--- config.mk ---
export PLATFORM = sky130hd
export DESIGN_NAME = stree_fifo
export DESIGN_NICKNAME = d
export VERILOG_FILES = /design/src/design/stree_fifo.sv
export SDC_FILE = /design/constraint.sdc
export NUM_CORES = 1
export LEC_CHECK = 0
export BUFFER_PORTS_ARGS = -buffer_cell sky130_fd_sc_hd__buf_2
export CAP_MARGIN = 30
export CORE_MARGIN = 2
export CORE_UTILIZATION = 34
export CTS_CLUSTER_SIZE = 30
export DETAILED_ROUTE_END_ITERATION = 7
export PLACE_DENSITY_LB_ADDON = 0.15
export RECOVER_POWER = 100
export SLEW_MARGIN = 20
export SYNTH_ARGS = -nofsm -noshare
export SYNTH_HDL_FRONTEND = slang
export SYNTH_SLANG_ARGS = --single-unit
--- constraint.sdc ---
create_clock -name clk -period 1.09 [get_ports clk]
set_input_delay 0.218 -clock clk [delete_from_list [all_inputs] [get_ports clk]]
set_output_delay 0.218 -clock clk [all_outputs]
set_load 0.02 [all_outputs]
--- src/design/stree_fifo.sv ---
// Two-entry item queue between front and back.
// Depends on nothing but its width parameter.
module stree_fifo #(
  parameter int W = 8
) (
  input  logic         clk,
  input  logic         rst,
  input  logic         push,
  input  logic [W-1:0] wdata,
  input  logic         pop,
  output logic [W-1:0] rdata,
  output logic         full,
  output logic         empty
);

  logic [W-1:0] slots [2];
  logic         wptr;
  logic         rptr;
  logic [1:0]   count;

  assign full  = (count == 2'd2);
  assign empty = (count == 2'd0);
  assign rdata = slots[rptr];

  always_ff @(posedge clk) begin
    if (push) begin
      slots[wptr] <= wdata;
    end
    if (rst) begin
      wptr  <= 1'b0;
      rptr  <= 1'b0;
      count <= 2'd0;
    end else begin
      if (push) begin
        wptr <= ~wptr;
      end
      if (pop) begin
        rptr <= ~rptr;
      end
      count <= count + {1'b0, push} - {1'b0, pop};
    end
  end

endmodule

==> Word-level counts from Yosys, hierarchy flattened <==
Memory sizes are Yosys's and may differ from the RTL's. A register that Yosys moved wholly into a read port is not among the register bits.
Cells that the tools add are included.
{ "totals": {"reg_bits": 4, "ram_bits": 16, "inputBits": 12, "output_inout_bits": 10, "word_cells": 14, "mem_count": 1} }
{ "mem_list": {"columns": ["memory", "depth", "width", "rd", "rd_ports_with_merged_regs", "write_ports", "line", "source"], "rows": [
  ["slots", 2, 8, 1, 1, 1, "16", "logic [W-1:0] slots [2];"]
]} }
{ "classes": {"addsub": 2, "eq_ne": 1, "mux": 4, "bitwise_logic": 2, "n_reduce_logical": 1} }
{ "ops": {"columns": ["cell", "count"], "rows": [
  ["2-to-1 mux 1 bit", 4],
  ["adder 2 x 1 -> 2 bit", 1],
  ["equality test 2 bit (second input constant)", 1],
  ["zero test 2 bit", 1],
  ["NOT 1 bit", 2],
  ["subtractor 2 x 1 -> 2 bit", 1]
]} }

==> Depth between registers and ports, before layout <==
{ "logic_depth": {"ltp_word": 3, "mapped_depth": 6, "mapped_depth_nobuf": 6} }

==> Worst setup path after synthesis <==
OpenSTA, ideal clock, no wires.
{ "synth_timing": {"path_type": "reg2reg", "startpoint": "register count[0]", "endpoint": "register count[1]", "t_arrival_ps": 1031, "setup_slack_ps": -51, "path_stages_with_launch": 7, "cell_sequence": "dfxtp_1 -> inv_1 -> ha_1 -> inv_1 -> ha_1 -> xnor3_1 -> nor2_1"} }
{ "synth_via": {"elab_chain_len": 2} }
{ "synth_rtl": {"columns": ["item", "line", "source"], "rows": [
  ["start: declaration", "19", "logic [1:0] count;"],
  ["start signal: assignment", "40", "count <= count + {1'b0, push} - {1'b0, pop};"],
  ["adder 2 x 1 -> 2 bit", "40", null],
  ["subtractor 2 x 1 -> 2 bit", "40", null]
]} }
Every way passes these cells.
A chain may end at the register's enable or synchronous reset.

==> metrics <==
run status complete, but fails checks; violated checks negative setup slack; Worst Path Required 0.87 ns; Root Buffer clkbuf_4; Slew HR 85.2%; TritonCTS buffer count 3; syn avg cell area 17.2 µm²; post-synthesis cell count 46; CTS clk-pin slew, worst paths 0.10 ns; routed via count 457; Comb pwr share 26.9%; PortBufs 21; CTS sink cnt 21; critical path endpoint category primary output; Die Height 52.3 µm; fin. max-slew vios 0; clk_skew 0.00514 ns; Max stage delay on crit path 0.35 ns; actual slew at the worst max-slew pin 0.222 ns; Final nets 91; antenna violations before repair 0; Synth Warn # 0; final core occ 51.3%; all-layer global routing usage 10.4%; Clk pwr share 19.0%; initial core utilization 35.8%; vias in the first global route 450; final setup violation count 12; H-tree level count 1; synth-to-layout area growth 43.3%; First-pass DRT Iterations 3; Synth area leaders edfxtp_1 (61%), dfxtp_1 (13%), mux2_2 (11%); final hold viol count 0; Synth cell types 11; Pint 0.00135 W; site row count 17; Die Area 0.00273 mm²; Max stage delay cell, worst path dfxtp_2; io pins 22; dpl cell area 973 µm²; Max Clk Rate 0.703 GHz; pin count of the biggest net entering global routing 12; n_diodes 0; register area share after synthesis 73.3%; total setup buffers inserted after CTS 0; Clk Latency, worst-skew pair 0.29 ns; critical path type flip-flop to primary output; Seq pwr share 54.1%; vias per cell 4.39; core area 0.00221 mm²; Final GP Congestion 0.670; P_leak 0.463 nW; PD cells 1580 mW/mm²; Net Sw Frac 24.4%; Tightest Hold Check Type input pin to flip-flop; slack of the worst reg-to-reg path -0.06 ns; CP Launch Type flip-flop; final instance area 0.00113 mm²; Post-Syn Area 792 µm²; Die Width 52.3 µm; Max VDD drop 0.000780 V; most frequent CP cell buf_6; max_cap viols 0; largest area contributor in the netlist edfxtp_1; GRT overflow 0; Arrival @ worst endpoint 1.20 ns; dpl ws -0.0945 ns; P_sw 0.000437 W; initial drt markers 3; Final Cycle Share 130%; Worst Setup Slack, final -0.332 ns; DRT Wirelength 1.17 mm; DR DRC count 0; Yosys top cell area share 60.7%; minimum clock period 1.42 ns; CTS tree done; Routed Antenna Nets 0; Final Hold Slack 0.114 ns; Yosys reg bits 21; CP Cell Sequence buf_6 > mux2_4 > buf_6; Longest Clk Path Bufs 2; Syn Nets 60; layout cells sized above 1 59.2%; global-route wire length before repair 1.95 mm; unrepaired setup endpoints after global routing true; DP HPWL 838 µm; post-DR wirelength/cell 11.3 µm; CP max FO 5
stage by stage:
step                      total power [W]  TNS, ns  cells
final                             0.00179    -2.81    104
after global routing              0.00190    -3.54    104
after CTS                         0.00181    -3.10    104
after detailed placement          0.00132   -0.682    100
after global placement            0.00131   -0.615    100
after floorplan                   0.00119  -0.0529     46
kinds of logic after synthesis:
| group | synth area share (%) |
|---|---|
| AND/OR/NAND/NOR | 5.53 |
| multiplexers | 11.4 |
| XOR/XNOR | 5.06 |
| flip-flops | 73.3 |
| adder cells (fa/ha/maj) | 3.16 |
| buffers and inverters | 1.58 |
flip-flops by register name, indices dropped and copies added, names as in the netlist, named ones only:
name and count:
rptr 1, count 2, slots 16, wptr 1
layer usage:
metal	vias up	GRT usage [%]	wire length, µm
met5	-	0	0
met4	0	6.41	11
met3	2	2.57	40
met2	10	17.5	655
met1	221	11.8	466
li1	224	-	-
cells in the mapped netlist:
cell	n
nor2_1	5
buf_2	1
mux2_2	8
nor2b_1	3
ha_1	2
dfxtp_1	5
xnor2_1	2
xnor3_1	1
edfxtp_1	16
and2_1	1
inv_1	2
power by group through the flow:
stage / clock network, W / logic (W) / registers (W)
CTS: 0.000362 / 0.000477 / 0.000971
floorplan: 0 / 0.000220 / 0.000969
finish: 0.000340 / 0.000482 / 0.000970
detailed placement: 0 / 0.000344 / 0.000975
global route: 0.000399 / 0.000519 / 0.000978
global placement: 0 / 0.000337 / 0.000973
final cells by class:
type | count | area [µm²]
repair buffers | 27 | 213
flip-flops and latches | 21 | 584
clock buffers | 4 | 26.3
fillers | 202 | 1080
multi-input cells | 22 | 269
inverters | 2 | 7.51
well taps | 28 | 35.0
placed cells by master (no fill, tap or decap):
cell / n
and2_1: 1
buf_2: 10
buf_4: 2
buf_6: 12
clkbuf_1: 3
clkbuf_2: 1
clkbuf_4: 3
dfxtp_1: 2
dfxtp_2: 3
edfxtp_1: 16
ha_4: 2
inv_2: 2
mux2_4: 8
nor2_1: 4
nor2_4: 1
nor2b_1: 2
nor2b_4: 1
xnor2_1: 2
xnor3_1: 1
worst max-delay path: cells and delay by family, from the launching register on:
kind                   cells  cell delay (ns)
buffers and inverters      2             0.26
flip-flops                 1             0.35
multiplexers               1             0.31
repair_timing:
item                                    CTS  global route
gates resized for setup                  39             1
pin swaps                                 3             1
cloned                                    0             0
hold buffers                              0             0
endpoints found under the setup margin   12            12
final timing paths:
kind | startpoint | endpoint | depth (start not counted)
worst min-delay path | wdata[4] | slots[1][4] | 1
worst max register to register | count[0] | count[1] | 6
worst min register to register | rptr | flip-flop | 2
worst max-delay path | flip-flop | rdata[0] | 3
Note: power is estimated with default switching activity, not from simulation.
