[config.mk]
export PLATFORM = sky130hd
export DESIGN_NAME = stree_front
export DESIGN_NICKNAME = d
export VERILOG_FILES = /design/src/design/stree_pkg.sv /design/src/design/stree_front.sv
export SDC_FILE = /design/constraint.sdc
export NUM_CORES = 1
export LEC_CHECK = 0
export BUFFER_PORTS_ARGS = -buffer_cell sky130_fd_sc_hd__buf_4
export CAP_MARGIN = 20
export CORE_ASPECT_RATIO = 2
export CORE_UTILIZATION = 40
export DETAILED_ROUTE_END_ITERATION = 10
export PLACE_DENSITY = 0.81
export REMOVE_ABC_BUFFERS = 1
export SLEW_MARGIN = 20
export SYNTH_ARGS = -nofsm -noshare
export SYNTH_HDL_FRONTEND = slang
export SYNTH_SLANG_ARGS = --single-unit
[constraint.sdc]
create_clock -name vclk -period 17.2
set_input_delay 1.72 -clock vclk [all_inputs]
set_output_delay 1.72 -clock vclk [all_outputs]
set_load 0.01 [all_outputs]
[src/design/stree_pkg.sv]
// Shared types and constants for the segment tree range-sum block.
// Used by the front, back and top-level modules.
package stree_pkg;

  localparam int IDX_W = 10;
  localparam int VAL_W = 32;
  localparam int SUM_W = 42;
  localparam int CFG_W = 11;

  localparam logic OP_SET   = 1'b0;
  localparam logic OP_QUERY = 1'b1;

  localparam logic REG_SIZE_IN_USE = 1'b0;

  typedef enum logic [1:0] {
    KIND_SET   = 2'd0,
    KIND_QUERY = 2'd1,
    KIND_EMPTY = 2'd2
  } kind_t;

  typedef struct packed {
    logic clearing;
    logic done;
  } back_status_t;

endpackage

[src/design/stree_front.sv]
// Front end: accepts items, clips query ranges, drops out-of-range sets and
// turns indices into leaf node addresses. Uses stree_pkg.
module stree_front import stree_pkg::*; #(
  parameter int MAX_ELEMENTS = 1024,
  parameter int SW = 11,
  parameter int CW = 12,
  parameter int W  = 2 + 2 * 12 + 32
) (
  input  logic                    start,
  input  logic                    busy,
  input  logic                    opcode,
  input  logic [IDX_W-1:0]        index_or_left,
  input  logic [IDX_W-1:0]        right_end,
  input  logic signed [VAL_W-1:0] new_value,
  input  logic [SW-1:0]           size_in_use,
  output logic                    push,
  output logic [W-1:0]            wdata
);

  localparam int LW = (CW > IDX_W + 1) ? CW : IDX_W + 1;
  localparam int XW = (LW > SW) ? LW : SW;

  logic [XW-1:0] a_x;
  logic [XW-1:0] b_x;
  logic [XW-1:0] s_x;
  logic [XW-1:0] last_x;
  logic [XW-1:0] bc_x;
  logic [XW-1:0] lo_x;
  logic [XW-1:0] hi_x;
  logic          a_ok;
  kind_t         kind;

  always_comb begin
    a_x    = XW'(index_or_left);
    b_x    = XW'(right_end);
    s_x    = XW'(size_in_use);
    last_x = s_x - XW'(1);
    bc_x   = (b_x > last_x) ? last_x : b_x;
    a_ok   = (a_x < s_x);
    lo_x   = a_x + XW'(MAX_ELEMENTS);
    hi_x   = bc_x + XW'(MAX_ELEMENTS) + XW'(1);
    push   = 1'b0;
    kind   = KIND_EMPTY;
    if (start && !busy) begin
      if (opcode == OP_SET) begin
        push = a_ok;
        kind = KIND_SET;
      end else begin
        push = 1'b1;
        kind = (a_ok && a_x <= bc_x) ? KIND_QUERY : KIND_EMPTY;
      end
    end
    wdata = {kind, lo_x[CW-1:0], hi_x[CW-1:0], new_value};
  end

endmodule

Word level (Yosys, flattened, before mapping):

Index checks and enable logic that the tools add are counted.

* $add $sub $neg: 4
* order comparisons: 3
* mux-type cells: 6
* reductions and logical operators: 3

Operators with widths (count)
* 10-bit by 11-bit adder with 12-bit output (second input constant): 1
* 12-bit by 1-bit adder with 12-bit output (second input constant): 1
* 12-bit by 11-bit adder with 12-bit output (second input constant): 1
* 10-bit by 12-bit greater-than comparator with 1-bit output: 1
* 10-bit by 12-bit <= comparator with 1-bit output: 1
* 12-bit two-way mux: 1
* 11-bit by 1-bit subtractor with 12-bit output (second input constant): 1
* 10-bit by 11-bit < comparator with 1-bit output: 1
* 2-bit two-way mux: 3
* 1-bit logical AND: 2
* 1-bit two-way mux: 2
* 1-bit zero test: 1

* bits in registers: 0
* output and inout bits: 59
* logic and storage cells: 16

Depth between registers and ports, before layout:

* word-level depth: 8
* depth in mapped cells: 28

Worst setup path before layout:

No wires, ideal clock.

* path kind: input to output
* from: in size_in_use[0]
* to: out wdata[57]
* arrival time: 6.444 ns
* setup slack: 9.036 ns
* stages on the path: 26
* buffers on the path: 1
* path through: inv_1 > ha_1 > nor2b_1 > a21oi_1 > ha_1 > or4_1 > mux2i_1 > o211ai_1 > maj3_1 > o31a_1 > o21ai_4 > nor2_8 > buf_4 > a21oi_1 > inv_1 > ha_1 > nor2b_1 > o21a_1 > o21a_1 > o21a_1 > o21a_1 > o21ai_0 > a21o_1 > o211ai_1 > a2111oi_0 > o21ai_1

* word-level cells in the longest chain between the ends: 8
* elaborated cells on any way between the ends: 9
* classes of those cells: 1 x add/sub; 3 x order compare; 4 x mux; 1 x reduce/logical

Ends and longest elaborated chain
* start: declaration: line stree_front.sv:15 `input logic [SW-1:0] size_in_use,`
* 11-bit by 1-bit subtractor with 12-bit output: line stree_front.sv:37 `last_x = s_x - XW'(1);`
* 10-bit by 12-bit greater-than comparator with 1-bit output: line stree_front.sv:38 `bc_x = (b_x > last_x) ? last_x : b_x;`
* 12-bit two-way mux: line stree_front.sv:38
* 10-bit by 12-bit <= comparator with 1-bit output: line stree_front.sv:50 `kind = (a_ok && a_x <= bc_x) ? KIND_QUERY : KIND_EMPTY;`
* 1-bit logical AND *: line stree_front.sv:50
* 2-bit two-way mux *: line stree_front.sv:50
* 2-bit two-way mux *: line stree_front.sv:45 `if (opcode == OP_SET) begin`
* 2-bit two-way mux *: line stree_front.sv:44 `if (start && !busy) begin`
* end: declaration: line stree_front.sv:17 `output logic [W-1:0] wdata`

Mark *: on every way between the ends. The rest lies on a longest branch, timed or not.

Final worst setup path:

Ends and elaborated chain as after synthesis.

==> summary by stage <==
Cells and area
The area growth from synthesis to layout is 8.47%. The number of flip-flops and latches is 0. 0 antenna diodes ended up in the layout. The layout has 0 clock buffers. In the final layout, the share of cells above drive strength 1 is 0.296. Summing all flip-flop and latch instances after layout gives 0 um^2.

At the end of the flow, the number of nets in the layout was 360. The final cell count without fillers is 322.

Synth
The largest area contributor in the synthesized netlist is sky130_fd_sc_hd__buf_4. Dividing the synthesized area by the synthesized cell count gives ~7.6 um^2. In the post-synthesis netlist, the biggest area contributors are sky130_fd_sc_hd__buf_4 18%, sky130_fd_sc_hd__ha_1 16%, sky130_fd_sc_hd__xnor2_1 6.4%, sky130_fd_sc_hd__mux2i_1 4.2%, sky130_fd_sc_hd__inv_1 3.9%. The mapped netlist covers between 1500 and 2000 um^2. The number of distinct standard cells referenced by the synthesized netlist is 52. The proportion of synthesized chip area in sequential cells is 0. Synthesis produced a netlist whose cell count is between 200 and 300. During synthesis, Yosys emitted a total of 0 warnings. The share of the synthesized area in the top cell type is 0.176.

Global route
The initial antenna violation count is 0. The maximum number of pins on one net before global-route repair is 20. The wire length of the first global-routing pass is approximately 8800 um. After global routing the overflow that remains totals 0. The number of global-route vias before repair was about 1700. The total track usage is 0.230.

Timing
The final setup violation count is 0. In the post-route analysis, the smallest setup slack over all paths is 8.41 ns. The aggregate negative setup slack is 0 ns. The final worst-path cycle share is 0.511. Headroom to the max-slew limit came out at 0.350. Setup repair after global routing left no endpoint under its margin.

The number of hold-slack violations in the final timing report is 0. The count of final max-slew check failures is 0. For the pin with the worst max-slew slack, the measured transition is 0.963 ns. The final-layout worst hold slack is roughly 3.4 ns. Based on the critical path, the design can be clocked at up to roughly 0.11 GHz.

The worst path needs 8.79 ns of the cycle, external delays included.

Die
From bottom edge to top edge, the die measures 100 um. The horizontal die dimension is around 51 um. The row count is 35. The total die area is approximately 5100 um^2. The starting utilization of the core area is 0.418.

The core region is 4600 um^2. The top-level port count is between 100 and 150.

Pwr
Dividing total power by cell area gives a power density of roughly 31 nW/um^2. The design draws about 0.065 mW. The leakage power of the design is 0.932 nW. The highest ir drop seen on vdd is 0.0000283 V.

Setup path
The cell with the most instances on the worst path is sky130_fd_sc_hd__o21a_1. The largest driver fanout on the critical path is 19. At the worst endpoint, the arrival time is 7.07 ns. The worst setup path is of the in -> out kind. The required time of the critical path is between 15 and 20 ns. The peak per-stage delay on the critical path is around 0.40 ns. The element type at the critical path end is an output port. The standard cell with the maximum stage delay on the critical path is sky130_fd_sc_hd__or4_1. STA classifies the critical path startpoint as an input pin.

Flow run
The max capacitance violation total is 0.

Detailed routing
Before antenna repair, the detailed router went through 4 iterations. The DRC violation count after routing is 0. The initial DRC count is 42.

The final layout contains routed wiring with a total length of roughly 6000 um. The routed wirelength normalized by instance count is roughly 19 um. The detail route stage leaves a number of antenna-violating nets equal to 0. The routed layout has 1832 vias.

Using the TritonRoute via totals, the vias-per-cell ratio works out to about 5.7.

Place
The HPWL after detailed placement is approximately 5500 um. Timing analysis after detailed placement gives a worst setup slack of 8.48 ns. The cell count after placement is ~320. At the end of routability-driven placement, the weighted congestion stood at roughly 0.95. The number of I/O port buffers is roughly 60.

Hold path
The tightest min-delay check is of the in -> out type.

Clocking
Post-CTS repair changed the size of 0 cells. The count of buffers added by post-CTS timing repair for setup is 0. The quantity of hold-fixing buffers added after cts is 0.

Status
The flow ran to the end, and the final reports show no timing, DRC or antenna violations.
-- final cells by class --
| cell class | count | area [um^2] |
|---|---|---|
| fill | 480 | 2510 |
| multi-input combinational | 188 | 1500 |
| timing repair buffer | 59 | 443 |
| inverter | 20 | 75.1 |
| tap | 55 | 68.8 |
-- critical path, delay by kind of cell --
family	cells	cell delay (ns)
compound gates	14	2.70
buf+inv	4	0.43
fa+ha+maj	4	1.09
mux	1	0.13
simple gates	4	0.97
-- cells in the final DEF (no fill, tap or decap), types with 4 or more instances in the layout --
cell / instances
sky130_fd_sc_hd__nor2b_1: 6
sky130_fd_sc_hd__nor3_1: 10
sky130_fd_sc_hd__ha_1: 25
sky130_fd_sc_hd__buf_4: 59
sky130_fd_sc_hd__or3_1: 4
sky130_fd_sc_hd__nor2_1: 12
sky130_fd_sc_hd__o21a_1: 8
sky130_fd_sc_hd__mux2i_1: 8
sky130_fd_sc_hd__xnor2_1: 14
sky130_fd_sc_hd__nand3_1: 6
sky130_fd_sc_hd__a21oi_1: 6
sky130_fd_sc_hd__inv_1: 20
sky130_fd_sc_hd__nand4_1: 4
sky130_fd_sc_hd__o21ai_0: 13
sky130_fd_sc_hd__nand2_1: 14
sky130_fd_sc_hd__or2_2: 4
-- cell usage after synthesis (all sizes together), types with 2 or more instances --
cell type and n:
or2 4, nand3 6, nand2b 3, o41ai 2
nand4 4, a211oi 3, inv 20, nand2 14
o21ai 18, ha 25, o21a 8, a21boi 2
maj3 2, or4 3, a21o 3, nor4 4
or3 4, nor3 10, conb 2, o31ai 2
a21oi 8, xor2 3, buf 46, nor3b 2
o31a 2, mux2i 9, nor2 13, nor2b 6
o211ai 3, xnor2 15
-- path summary, 6_finish.rpt --
check | start | to | slack, ns | depth (start not counted)
setup / recovery | size_in_use[0] | wdata[57] | 8.41 | 27
hold / removal | new_value[15] | wdata[15] | 3.44 | 0
-- metal layers --
layer / part of all wire / routed length (um) / global-route usage / vias up
met1: 0.32 / 1940 / 0.224 / 821
met5: 0 / 0 / 0.0556 / -
met4: 0.0086 / 52 / 0.0214 / 0
met3: 0.15 / 873 / 0.117 / 9
li1: - / - / - / 885
met2: 0.52 / 3150 / 0.428 / 117
-- cell families (layout without fill, tap and decap cells) --
| family | Yosys count | in the layout | share of synthesized area |
|---|---|---|---|
| fa+ha+maj | 27 | 27 | 0.175 |
| mux | 9 | 9 | 0.0489 |
| other cells | 2 | 2 | 0.00391 |
| simple gates | 75 | 75 | 0.215 |
| buf+inv | 66 | 79 | 0.221 |
| compound gates | 56 | 56 | 0.236 |
| xor+xnor | 19 | 19 | 0.0997 |
-- where the power goes --
part	switching, mW	total, mW	internal [mW]
clock	0	0	0
combinational	0.0339	0.0646	0.0307
sequential	0	0	0
-- stage by stage --
step	area [um^2]	utilization
after floorplan	1570	-
after global placement	2080	0.453
after detailed placement	2080	0.453
after CTS	2080	0.453
after global routing	2080	0.453
final	2080	0.453
Power figures use the tool's default switching activity.
